<file path="src/hdl/phvrr_pkg.sv">
// Package: shared widths, codes and payload types of the per-host vCPU ring scheduler.
`timescale 1ns / 1ps
package phvrr_pkg;

	// Sizes of the scheduler state.
	localparam int MAX_HOSTS   = 8;
	localparam int NUM_SLOTS   = 32;
	localparam int NUM_GUESTS  = 16;
	localparam int QUEUE_DEPTH = 2;

	// Field widths.
	localparam int FUNC_W   = 3;
	localparam int HOST_W   = $clog2(MAX_HOSTS);
	localparam int SLOT_W   = $clog2(NUM_SLOTS);
	localparam int GUEST_W  = $clog2(NUM_GUESTS);
	localparam int STATUS_W = 2;
	localparam int OP_W     = 3;

	// Function codes on the request channel.
	localparam logic [FUNC_W-1:0] FUNC_REGISTER    = 3'd0;
	localparam logic [FUNC_W-1:0] FUNC_GET_CURRENT = 3'd1;
	localparam logic [FUNC_W-1:0] FUNC_SET_INITIAL = 3'd2;
	localparam logic [FUNC_W-1:0] FUNC_SCHED_INIT  = 3'd3;
	localparam logic [FUNC_W-1:0] FUNC_SCHED_NEXT  = 3'd4;
	localparam logic [FUNC_W-1:0] FUNC_SCHED_GUEST = 3'd5;

	// Status codes on the response channel.
	localparam logic [STATUS_W-1:0] STATUS_OK        = 2'd0;
	localparam logic [STATUS_W-1:0] STATUS_NOT_FOUND = 2'd1;
	localparam logic [STATUS_W-1:0] STATUS_EMPTY     = 2'd2;

	// Decoded operations passed from the front end to the back end.
	localparam logic [OP_W-1:0] OP_NOP         = 3'd0;
	localparam logic [OP_W-1:0] OP_BAD_HOST    = 3'd1;
	localparam logic [OP_W-1:0] OP_REGISTER    = 3'd2;
	localparam logic [OP_W-1:0] OP_GET_CURRENT = 3'd3;
	localparam logic [OP_W-1:0] OP_SET_INITIAL = 3'd4;
	localparam logic [OP_W-1:0] OP_SCHED_INIT  = 3'd5;
	localparam logic [OP_W-1:0] OP_SCHED_NEXT  = 3'd6;
	localparam logic [OP_W-1:0] OP_SCHED_GUEST = 3'd7;

	typedef logic [HOST_W-1:0]  host_t;
	typedef logic [SLOT_W-1:0]  slot_t;
	typedef logic [GUEST_W-1:0] guest_t;

	typedef struct packed {
		logic [OP_W-1:0] op;
		host_t           host;
		slot_t           slot;
		guest_t          guest_id;
	} cmd_t;

	typedef struct packed {
		logic [STATUS_W-1:0] status;
		slot_t               result_slot;
		logic                swap_out_valid;
		slot_t               swap_out_slot;
		logic                swap_in_valid;
		slot_t               swap_in_slot;
		logic                clear_nmi;
	} rsp_t;

endpackage

</file>
<file path="src/hdl/phvrr_if.sv">
// Interfaces: request and response channels of the ring scheduler.
`timescale 1ns / 1ps
interface phvrr_req_if;
	logic                          valid;
	logic                          ready;
	logic [phvrr_pkg::FUNC_W-1:0]  func;
	logic [phvrr_pkg::HOST_W-1:0]  host;
	logic [phvrr_pkg::SLOT_W-1:0]  slot;
	logic [phvrr_pkg::GUEST_W-1:0] guest_id;

	modport source (output valid, func, host, slot, guest_id, input ready);
	modport sink (input valid, func, host, slot, guest_id, output ready);
endinterface

interface phvrr_rsp_if;
	logic                           valid;
	logic                           ready;
	logic [phvrr_pkg::STATUS_W-1:0] status;
	logic [phvrr_pkg::SLOT_W-1:0]   result_slot;
	logic                           swap_out_valid;
	logic [phvrr_pkg::SLOT_W-1:0]   swap_out_slot;
	logic                           swap_in_valid;
	logic [phvrr_pkg::SLOT_W-1:0]   swap_in_slot;
	logic                           clear_nmi;

	modport source (output valid, status, result_slot, swap_out_valid, swap_out_slot,
		swap_in_valid, swap_in_slot, clear_nmi, input ready);
	modport sink (input valid, status, result_slot, swap_out_valid, swap_out_slot,
		swap_in_valid, swap_in_slot, clear_nmi, output ready);
endinterface

</file>
<file path="src/hdl/phvrr_front.sv">
// Front end: accepts request items and decodes them into ring operations.
`timescale 1ns / 1ps
module phvrr_front (
	phvrr_req_if.sink         req,
	input  logic              q_full,
	output logic              q_push,
	output phvrr_pkg::cmd_t   q_cmd
);
	import phvrr_pkg::*;

	logic [OP_W-1:0] op;

	always_comb begin
		case (req.func)
			FUNC_REGISTER:    op = OP_REGISTER;
			FUNC_GET_CURRENT: op = OP_GET_CURRENT;
			FUNC_SET_INITIAL: op = OP_SET_INITIAL;
			FUNC_SCHED_INIT:  op = OP_SCHED_INIT;
			FUNC_SCHED_NEXT:  op = OP_SCHED_NEXT;
			FUNC_SCHED_GUEST: op = OP_SCHED_GUEST;
			default:          op = OP_NOP;
		endcase
		// A host beyond the table is refused, but unused codes stay silent.
		if (op != OP_NOP && int'(req.host) >= MAX_HOSTS) begin
			op = OP_BAD_HOST;
		end
	end

	assign req.ready       = !q_full;
	assign q_push          = req.valid && !q_full;
	assign q_cmd.op        = op;
	assign q_cmd.host      = req.host;
	assign q_cmd.slot      = req.slot;
	assign q_cmd.guest_id  = req.guest_id;

endmodule

</file>
<file path="src/hdl/phvrr_queue.sv">
// Command queue: a short FIFO between the decoding front end and the ring back end.
`timescale 1ns / 1ps
module phvrr_queue (
	input  logic            clk,
	input  logic            arst_n,
	input  logic            push,
	input  phvrr_pkg::cmd_t push_cmd,
	input  logic            pop,
	output logic            full,
	output logic            not_empty,
	output phvrr_pkg::cmd_t head
);
	import phvrr_pkg::*;

	// The depth is a power of two so that the pointers wrap by themselves.
	localparam int PTR_W = (QUEUE_DEPTH > 1) ? $clog2(QUEUE_DEPTH) : 1;
	localparam int CNT_W = $clog2(QUEUE_DEPTH + 1);

	cmd_t               mem_q [QUEUE_DEPTH];
	logic [PTR_W-1:0]   wr_ptr_q;
	logic [PTR_W-1:0]   rd_ptr_q;
	logic [CNT_W-1:0]   count_q;

	assign full      = (count_q == CNT_W'(QUEUE_DEPTH));
	assign not_empty = (count_q != '0);
	assign head      = mem_q[rd_ptr_q];

	always_ff @(posedge clk) begin
		if (push) begin
			mem_q[wr_ptr_q] <= push_cmd;
		end
	end

	always_ff @(posedge clk or negedge arst_n) begin
		if (!arst_n) begin
			wr_ptr_q <= '0;
			rd_ptr_q <= '0;
			count_q  <= '0;
		end else begin
			if (push) begin
				wr_ptr_q <= wr_ptr_q + 1'b1;
			end
			if (pop) begin
				rd_ptr_q <= rd_ptr_q + 1'b1;
			end
			if (push && !pop) begin
				count_q <= count_q + 1'b1;
			end else if (pop && !push) begin
				count_q <= count_q - 1'b1;
			end
		end
	end

endmodule

</file>
<file path="src/hdl/phvrr_back.sv">
// Back end: ring memories, per-host tables, operation sequencer and response register.
`timescale 1ns / 1ps
module phvrr_back (
	input  logic            clk,
	input  logic            arst_n,
	input  logic            cmd_valid,
	input  phvrr_pkg::cmd_t cmd,
	output logic            cmd_pop,
	phvrr_rsp_if.source     rsp
);
	import phvrr_pkg::*;

	localparam logic [2:0] S_IDLE     = 3'd0;
	localparam logic [2:0] S_REG_RD   = 3'd1;
	localparam logic [2:0] S_REG_LINK = 3'd2;
	localparam logic [2:0] S_NEXT_RD  = 3'd3;
	localparam logic [2:0] S_SEARCH   = 3'd4;

	logic [2:0] state_q, state_d;
	cmd_t       cmd_q;
	slot_t      cur_q;
	slot_t      start_q;
	slot_t      srch_p_q, srch_p_d;
	slot_t      srch_cnt_q, srch_cnt_d;

	slot_t      host_cur_q [MAX_HOSTS];
	logic       host_occ_q [MAX_HOSTS];

	// Ring links and guest tags, read one slot per cycle.
	slot_t      next_mem [NUM_SLOTS];
	guest_t     guest_mem [NUM_SLOTS];
	slot_t      rd_next_q;
	guest_t     rd_guest_q;

	logic       out_valid_q;
	rsp_t       out_res_q;

	logic       go;
	slot_t      cur_i;
	logic       occ_i;
	host_t      hsel;
	logic       nx_we;
	slot_t      nx_waddr;
	slot_t      nx_wdata;
	logic       gs_we;
	slot_t      rd_addr;
	logic       cur_we;
	slot_t      cur_wdata;
	logic       occ_set;
	logic       res_load;
	rsp_t       res_d;
	slot_t      target;

	assign cur_i = host_cur_q[cmd.host];
	assign occ_i = host_occ_q[cmd.host];
	assign go    = (state_q == S_IDLE) && cmd_valid && (!out_valid_q || rsp.ready);
	assign cmd_pop = go;
	assign hsel  = (state_q == S_IDLE) ? cmd.host : cmd_q.host;

	always_comb begin
		state_d    = state_q;
		srch_p_d   = srch_p_q;
		srch_cnt_d = srch_cnt_q;
		nx_we      = 1'b0;
		nx_waddr   = cmd_q.slot;
		nx_wdata   = rd_next_q;
		gs_we      = 1'b0;
		rd_addr    = cur_i;
		cur_we     = 1'b0;
		cur_wdata  = cmd_q.slot;
		occ_set    = 1'b0;
		res_load   = 1'b0;
		res_d      = '0;
		target     = rd_next_q;

		case (state_q)
			S_IDLE: begin
				if (go) begin
					srch_p_d   = cur_i;
					srch_cnt_d = '0;
					res_load   = 1'b1;
					if (cmd.op == OP_NOP) begin
						res_d = '0;
					end else if (cmd.op == OP_BAD_HOST
							|| (cmd.op != OP_REGISTER && !occ_i)) begin
						res_d.status = STATUS_EMPTY;
					end else begin
						case (cmd.op)
							OP_REGISTER: begin
								if (!occ_i) begin
									// First slot on this host links to itself.
									nx_we    = 1'b1;
									nx_waddr = cmd.slot;
									nx_wdata = cmd.slot;
									gs_we    = 1'b1;
									cur_we   = 1'b1;
									cur_wdata = cmd.slot;
									occ_set  = 1'b1;
									res_d.result_slot = cmd.slot;
								end else begin
									res_load = 1'b0;
									state_d  = S_REG_RD;
								end
							end
							OP_GET_CURRENT: begin
								res_d.result_slot = cur_i;
							end
							OP_SCHED_INIT: begin
								res_d.result_slot   = cur_i;
								res_d.swap_in_valid = 1'b1;
								res_d.swap_in_slot  = cur_i;
							end
							OP_SCHED_NEXT: begin
								res_load = 1'b0;
								state_d  = S_NEXT_RD;
							end
							default: begin
								// Set initial and schedule to guest both search.
								res_load = 1'b0;
								state_d  = S_SEARCH;
							end
						endcase
					end
				end
			end
			S_REG_RD: begin
				// New slot takes over the successor of the current one.
				nx_we    = 1'b1;
				nx_waddr = cmd_q.slot;
				nx_wdata = rd_next_q;
				state_d  = S_REG_LINK;
			end
			S_REG_LINK: begin
				nx_we     = 1'b1;
				nx_waddr  = cur_q;
				nx_wdata  = cmd_q.slot;
				gs_we     = 1'b1;
				cur_we    = 1'b1;
				cur_wdata = cmd_q.slot;
				res_load  = 1'b1;
				res_d.result_slot = cmd_q.slot;
				state_d   = S_IDLE;
			end
			S_NEXT_RD: begin
				target   = rd_next_q;
				res_load = 1'b1;
				state_d  = S_IDLE;
				res_d.result_slot = target;
				if (target != cur_q) begin
					res_d.clear_nmi      = 1'b1;
					res_d.swap_out_valid = 1'b1;
					res_d.swap_out_slot  = cur_q;
					res_d.swap_in_valid  = 1'b1;
					res_d.swap_in_slot   = target;
					cur_we    = 1'b1;
					cur_wdata = target;
				end
			end
			S_SEARCH: begin
				target = srch_p_q;
				if (rd_guest_q == cmd_q.guest_id) begin
					res_load = 1'b1;
					state_d  = S_IDLE;
					res_d.result_slot = target;
					if (cmd_q.op == OP_SET_INITIAL) begin
						cur_we    = 1'b1;
						cur_wdata = target;
					end else if (target != cur_q) begin
						res_d.clear_nmi      = 1'b1;
						res_d.swap_out_valid = 1'b1;
						res_d.swap_out_slot  = cur_q;
						res_d.swap_in_valid  = 1'b1;
						res_d.swap_in_slot   = target;
						cur_we    = 1'b1;
						cur_wdata = target;
					end
				end else if (srch_cnt_q == SLOT_W'(NUM_SLOTS - 1) || rd_next_q == start_q) begin
					res_load = 1'b1;
					state_d  = S_IDLE;
					res_d.status      = STATUS_NOT_FOUND;
					res_d.result_slot = cur_q;
				end else begin
					rd_addr    = rd_next_q;
					srch_p_d   = rd_next_q;
					srch_cnt_d = srch_cnt_q + 1'b1;
				end
			end
			default: begin
				state_d = S_IDLE;
			end
		endcase
	end

	always_ff @(posedge clk) begin
		if (nx_we) begin
			next_mem[nx_waddr] <= nx_wdata;
		end
		if (gs_we) begin
			guest_mem[(state_q == S_IDLE) ? cmd.slot : cmd_q.slot] <=
				(state_q == S_IDLE) ? cmd.guest_id : cmd_q.guest_id;
		end
		rd_next_q  <= next_mem[rd_addr];
		rd_guest_q <= guest_mem[rd_addr];
	end

	always_ff @(posedge clk) begin
		if (go) begin
			cmd_q   <= cmd;
			cur_q   <= cur_i;
			start_q <= cur_i;
		end
		srch_p_q   <= srch_p_d;
		srch_cnt_q <= srch_cnt_d;
		if (res_load) begin
			out_res_q <= res_d;
		end
	end

	always_ff @(posedge clk or negedge arst_n) begin
		if (!arst_n) begin
			state_q     <= S_IDLE;
			out_valid_q <= 1'b0;
			for (int i = 0; i < MAX_HOSTS; i++) begin
				host_cur_q[i] <= '0;
				host_occ_q[i] <= 1'b0;
			end
		end else begin
			state_q <= state_d;
			if (res_load) begin
				out_valid_q <= 1'b1;
			end else if (rsp.ready) begin
				out_valid_q <= 1'b0;
			end
			if (cur_we) begin
				host_cur_q[hsel] <= cur_wdata;
			end
			if (occ_set) begin
				host_occ_q[hsel] <= 1'b1;
			end
		end
	end

	assign rsp.valid          = out_valid_q;
	assign rsp.status         = out_res_q.status;
	assign rsp.result_slot    = out_res_q.result_slot;
	assign rsp.swap_out_valid = out_res_q.swap_out_valid;
	assign rsp.swap_out_slot  = out_res_q.swap_out_slot;
	assign rsp.swap_in_valid  = out_res_q.swap_in_valid;
	assign rsp.swap_in_slot   = out_res_q.swap_in_slot;
	assign rsp.clear_nmi      = out_res_q.clear_nmi;

endmodule

</file>
<file path="src/hdl/per_host_vcpu_round_robin_ring.sv">
// Top level of the per-host virtual-CPU round-robin ring scheduler.
`timescale 1ns / 1ps
// The block keeps, for each host CPU, a circular ring of virtual-CPU slots
// tagged with guest ids, and a current pointer per host. Each item on the
// req channel (func, host, slot, guest_id) performs one ring operation and
// gives exactly one item on the rsp channel, in order.
// A front end decodes accepted items into a two-entry command queue; the
// back end runs one command at a time against the link and guest memories.
// Responses are registered. Register on an empty ring, get current,
// schedule initial and error cases answer from the idle state; schedule
// next first reads the link memory; register on an occupied ring reads
// the successor and then links the new slot in; a guest search visits at
// most 32 slots, walking one ring link per cycle through the link memory.
// The back end can start a new command every cycle for operations that
// finish in the idle state while responses are taken; the other operations
// keep it busy until their last state is done.
// The front end keeps accepting while the queue has room, so up to two
// items can wait while a search runs or a result is held.
// At reset every host ring is empty and every current pointer is zero; the
// link and guest memories are not cleared, as only slots on a ring are read.
// A stalled receiver holds the response register, and the back end waits
// with the next command until the held item has been taken.
module per_host_vcpu_round_robin_ring (
	input  logic        clk,
	input  logic        arst_n,
	phvrr_req_if.sink   req,
	phvrr_rsp_if.source rsp
);
	import phvrr_pkg::*;

	logic q_full;
	logic q_push;
	logic q_pop;
	logic q_not_empty;
	cmd_t q_in;
	cmd_t q_head;

	phvrr_front u_front (
		.req    (req),
		.q_full (q_full),
		.q_push (q_push),
		.q_cmd  (q_in)
	);

	phvrr_queue u_queue (
		.clk       (clk),
		.arst_n    (arst_n),
		.push      (q_push),
		.push_cmd  (q_in),
		.pop       (q_pop),
		.full      (q_full),
		.not_empty (q_not_empty),
		.head      (q_head)
	);

	phvrr_back u_back (
		.clk       (clk),
		.arst_n    (arst_n),
		.cmd_valid (q_not_empty),
		.cmd       (q_head),
		.cmd_pop   (q_pop),
		.rsp       (rsp)
	);

endmodule

</file>
<file path="src/flat_wrapper.sv">
// flat-port wrapper written by rule: the top's interface ports become plain ports
module per_host_vcpu_round_robin_ring_flat import phvrr_pkg::*;
  (clk, arst_n, req_valid, req_func, req_host, req_slot, req_guest_id, req_ready, rsp_valid, rsp_status, rsp_result_slot, rsp_swap_out_valid, rsp_swap_out_slot, rsp_swap_in_valid, rsp_swap_in_slot, rsp_clear_nmi, rsp_ready);
  phvrr_req_if req_i ();
  phvrr_rsp_if rsp_i ();
  input  logic clk;
  input  logic arst_n;
  input wire logic [$bits(req_i.valid)-1:0] req_valid;
  input wire logic [$bits(req_i.func)-1:0] req_func;
  input wire logic [$bits(req_i.host)-1:0] req_host;
  input wire logic [$bits(req_i.slot)-1:0] req_slot;
  input wire logic [$bits(req_i.guest_id)-1:0] req_guest_id;
  output wire logic [$bits(req_i.ready)-1:0] req_ready;
  output wire logic [$bits(rsp_i.valid)-1:0] rsp_valid;
  output wire logic [$bits(rsp_i.status)-1:0] rsp_status;
  output wire logic [$bits(rsp_i.result_slot)-1:0] rsp_result_slot;
  output wire logic [$bits(rsp_i.swap_out_valid)-1:0] rsp_swap_out_valid;
  output wire logic [$bits(rsp_i.swap_out_slot)-1:0] rsp_swap_out_slot;
  output wire logic [$bits(rsp_i.swap_in_valid)-1:0] rsp_swap_in_valid;
  output wire logic [$bits(rsp_i.swap_in_slot)-1:0] rsp_swap_in_slot;
  output wire logic [$bits(rsp_i.clear_nmi)-1:0] rsp_clear_nmi;
  input wire logic [$bits(rsp_i.ready)-1:0] rsp_ready;
  assign req_i.valid = req_valid;
  assign req_i.func = req_func;
  assign req_i.host = req_host;
  assign req_i.slot = req_slot;
  assign req_i.guest_id = req_guest_id;
  assign req_ready = req_i.ready;
  assign rsp_valid = rsp_i.valid;
  assign rsp_status = rsp_i.status;
  assign rsp_result_slot = rsp_i.result_slot;
  assign rsp_swap_out_valid = rsp_i.swap_out_valid;
  assign rsp_swap_out_slot = rsp_i.swap_out_slot;
  assign rsp_swap_in_valid = rsp_i.swap_in_valid;
  assign rsp_swap_in_slot = rsp_i.swap_in_slot;
  assign rsp_clear_nmi = rsp_i.clear_nmi;
  assign rsp_i.ready = rsp_ready;
  per_host_vcpu_round_robin_ring u_core (.clk(clk), .arst_n(arst_n), .req(req_i), .rsp(rsp_i));
endmodule
</file>
<file path="config.mk">
export PLATFORM = sky130hd
export DESIGN_NAME = per_host_vcpu_round_robin_ring_flat
export DESIGN_NICKNAME = d
export VERILOG_FILES = /design/src/hdl/phvrr_pkg.sv /design/src/hdl/phvrr_if.sv /design/src/hdl/phvrr_front.sv /design/src/hdl/phvrr_queue.sv /design/src/hdl/phvrr_back.sv /design/src/hdl/per_host_vcpu_round_robin_ring.sv /design/src/flat_wrapper.sv
export SDC_FILE = /design/constraint.sdc
export NUM_CORES = 1
export LEC_CHECK = 0
export BUFFER_PORTS_ARGS = -buffer_cell sky130_fd_sc_hd__buf_2
export CAP_MARGIN = 40
export CORE_ASPECT_RATIO = 1.2
export CORE_MARGIN = 1
export CORE_UTILIZATION = 63
export DETAILED_ROUTE_END_ITERATION = 12
export PLACE_DENSITY = 0.8
export SLEW_MARGIN = 5
export SYNTH_ARGS = -nofsm -noshare
export SYNTH_HDL_FRONTEND = slang
export SYNTH_SLANG_ARGS = --single-unit
</file>
<file path="constraint.sdc">
create_clock -name clk -period 4.9 [get_ports clk]
set_input_delay 0.245 -clock clk [delete_from_list [all_inputs] [get_ports clk]]
set_output_delay 0.245 -clock clk [all_outputs]
set_load 0.02 [all_outputs]
</file>
==> impl_results.md <==
* Total Wirelength at 46500 µm
* Yosys cell types at 73
* Largest net degree at the start of global routing at 91
* FMAX at ~0.24 GHz
* Most common cell after layout, fill and taps aside: edfxtp_1
* Overall Global Routing Usage at 0.306
* FILL cells at 1906
* Max Fanout on Critical Path at 12
* GPL Wtd Cong at 0.994
* Max-slew violation count at 0
* Vias/cell at 6.57
* #FFs+latches synth at 432
* Antenna Cells at 0
* DR iter-0 viols at 1314
* Final hold vios at 0
* Antenna-violating nets left at 0
* DRC viols at 0
* Pre-antenna DRT Iters at 8
* Multi-input logic area at 0.00590 mm²
* FF+latch area at 0.0126 mm²
* Placed cell count at 1862
* Slew @ Worst Pin at between 800 and 900 ps
* Status: completed
* TritonCTS clock tree: done
* Post-synth ARST share at 0.130
* YS warnings at 0
* Post-Layout Cell Count at 1949
* Clock latency on the worst-skew pair at 540 ps
* CTS resizes at 0
* Hpwl dp at ~30000 µm
* RSZ-0062 raised after global routing: no
* Critical path arrival at 4410 ps
* Num CTS Buffers at 40
* Global-route wire length before repair at 71700 µm
* Synthesized cell area at 0.0191 mm²
* WS Path Type: flop to flop
* Average routed wire per standard cell at 23.8 µm
* Core box area at 0.0297 mm²
* Cells after Synth at about 1500
* Vias in the first global route at 12700
* Final nets at 1551
* Initial Util at 0.643
* Period utilization at 0.867
* Die ar. at 0.0310 mm²
* Core Util, Final at 0.718
* I/O pin count at 41
* Area grow syn2layout at 11.8%
* Post-synth EDFFs at 367
* Commonest cells after routing, fill and taps aside: edfxtp_1, nand2_1, a211oi_1, nor2_1, mux2_2
* Hold/Removal Path Class: primary input to flop
* Total Neg Setup Slack at 0 ps
* Clock Sinks at 432
* Via count at 12800
* Ys flop type: edfxtp_1
* Die W at 161 µm
* GRT overflow at 0
* Critical Path End Type: flop
* CTS Root Cell: clkbuf_16
* H-tree Lvls at 2
* Clock Skew at 22.5 ps
* Max clock buf depth at 3
* Register area share after synthesis at 0.660
* CP Data Required Time at 5060 ps
* Share of cells above drive strength 1 at 0.158
* Maxcap violations at 0
* Clock Pin Slew Worst Setup and Hold Paths at 70 ps
* I/O Buffers at 40
* Critical Path Start Type: flop
* Setup Viol. Count Final at 0
* Die Y at 193 µm
* Syn Area/Cell at 12.9 µm²
* Slew HR at 0.454
* Num rows at 69
* Fin crit period at between 4000 and 5000 ps
* Syn_nets at 1496
* Initial antenna violation count at 0
[flip-flops by register name (all words and copies together) (netlist names), 8 cells and up]
name / cells
u_core.u_back.cmd_q: 15
u_core.u_queue.mem_q: 30
u_core.u_back.host_occ_q: 8
u_core.u_back.guest_mem: 128
u_core.u_back.host_cur_q: 40
u_core.u_back.next_mem: 160
[synthesized netlist by cell type, drive strengths merged (6+ instances only)]
| library cell | instances | area [µm²] |
|---|---|---|
| clkbuf | 49 | 185 |
| a31o | 8 | 70.1 |
| nor2 | 88 | 330 |
| xor2 | 7 | 61.3 |
| xnor2 | 17 | 149 |
| o21ai | 34 | 174 |
| inv | 64 | 240 |
| nand2b | 10 | 62.6 |
| and2 | 20 | 125 |
| o22ai | 10 | 62.6 |
| edfxtp | 367 | 11000 |
| nand4 | 13 | 81.3 |
| a211oi | 89 | 668 |
| nor3 | 41 | 205 |
| a21oi | 57 | 289 |
| a22oi | 8 | 60.1 |
| o32ai | 6 | 52.6 |
| a222oi | 8 | 80.1 |
| a311o | 32 | 320 |
| dfrtp | 56 | 1400 |
| and3 | 23 | 144 |
| dfxtp | 9 | 180 |
| mux2i | 49 | 532 |
| nand2 | 197 | 742 |
| nand3 | 13 | 65.1 |
| a21o | 26 | 195 |
| a211o | 11 | 96.3 |
| buf | 39 | 206 |
| mux2 | 64 | 721 |
[layer usage]
metal	part of all wire	track usage
met1	0.36	0.377
met2	0.51	0.534
met3	0.077	0.0404
met4	0.051	0.154
met5	0	0
[worst paths after layout]
kind / from / end / slack [ps] / depth (start not counted)
worst max register to register: u_core.u_queue.rd_ptr_q / u_core.u_back.next_mem[20][1] / 650 / 10
min in group asynchronous: arst_n / u_core.u_back.rsp.valid / 420 / 3
worst max-delay path: u_core.u_queue.rd_ptr_q / u_core.u_back.next_mem[20][1] / 650 / 10
worst min register to register: u_core.u_back.host_occ_q[4] / u_core.u_back.host_occ_q[4] / 460 / 1
worst min-delay path: req_func[2] / u_core.u_queue.mem_q[0][14] / 50 / 2
max in group asynchronous: arst_n / u_core.u_back.host_cur_q[21] / 3990 / 3
[critical path: stages (launching register included)]
cell       delay [ps]
dfrtp_1           470
mux2i_4           260
inv_2             260
nand2_1           120
a2111oi_2         420
nor4_1            100
buf_4             190
and2_1            290
a22oi_1           370
nand4_1           580
nor3_1            800
[repair_timing]
action,CTS,global route
endpoints found under the setup margin,0,0
hold endpoints to repair,83,0
hold buffers,15,0
setup buffers,0,0
[cells by family (layout without fill, tap and decap cells)]
kind of cell	after synthesis	in the layout	share of synthesized area
muxes	116	116	0.0694
adders and majority gates	3	3	0.00197
buffers and inverters	152	237	0.0331
AOI/OAI and AO/OA	328	328	0.127
xor gates and xnor gates	24	24	0.0110
DFF	432	432	0.660
and+or+nand+nor	419	419	0.0973
[final cells by class]
type                       instances  area share
timing repair buffer             101      0.0353
inverter                          64      0.0113
sequential                       432       0.591
tap                              390      0.0229
clock inverter                    20      0.0120
clock buffer                      52      0.0514
multi-input combinational        890       0.276
[stage by stage]
stage,worst slack [ps],area (µm²),hold WS [ps]
after CTS,720,21300,29.0
final,653,21300,52.2
after detailed placement,736,19800,417
after floorplan,803,19100,-50.6
after global routing,423,21300,43.8
after global placement,945,19800,415
Power is left out: the tool's default activity adds up to more than one toggle a clock period on the data nets, which glitch-free logic cannot reach.
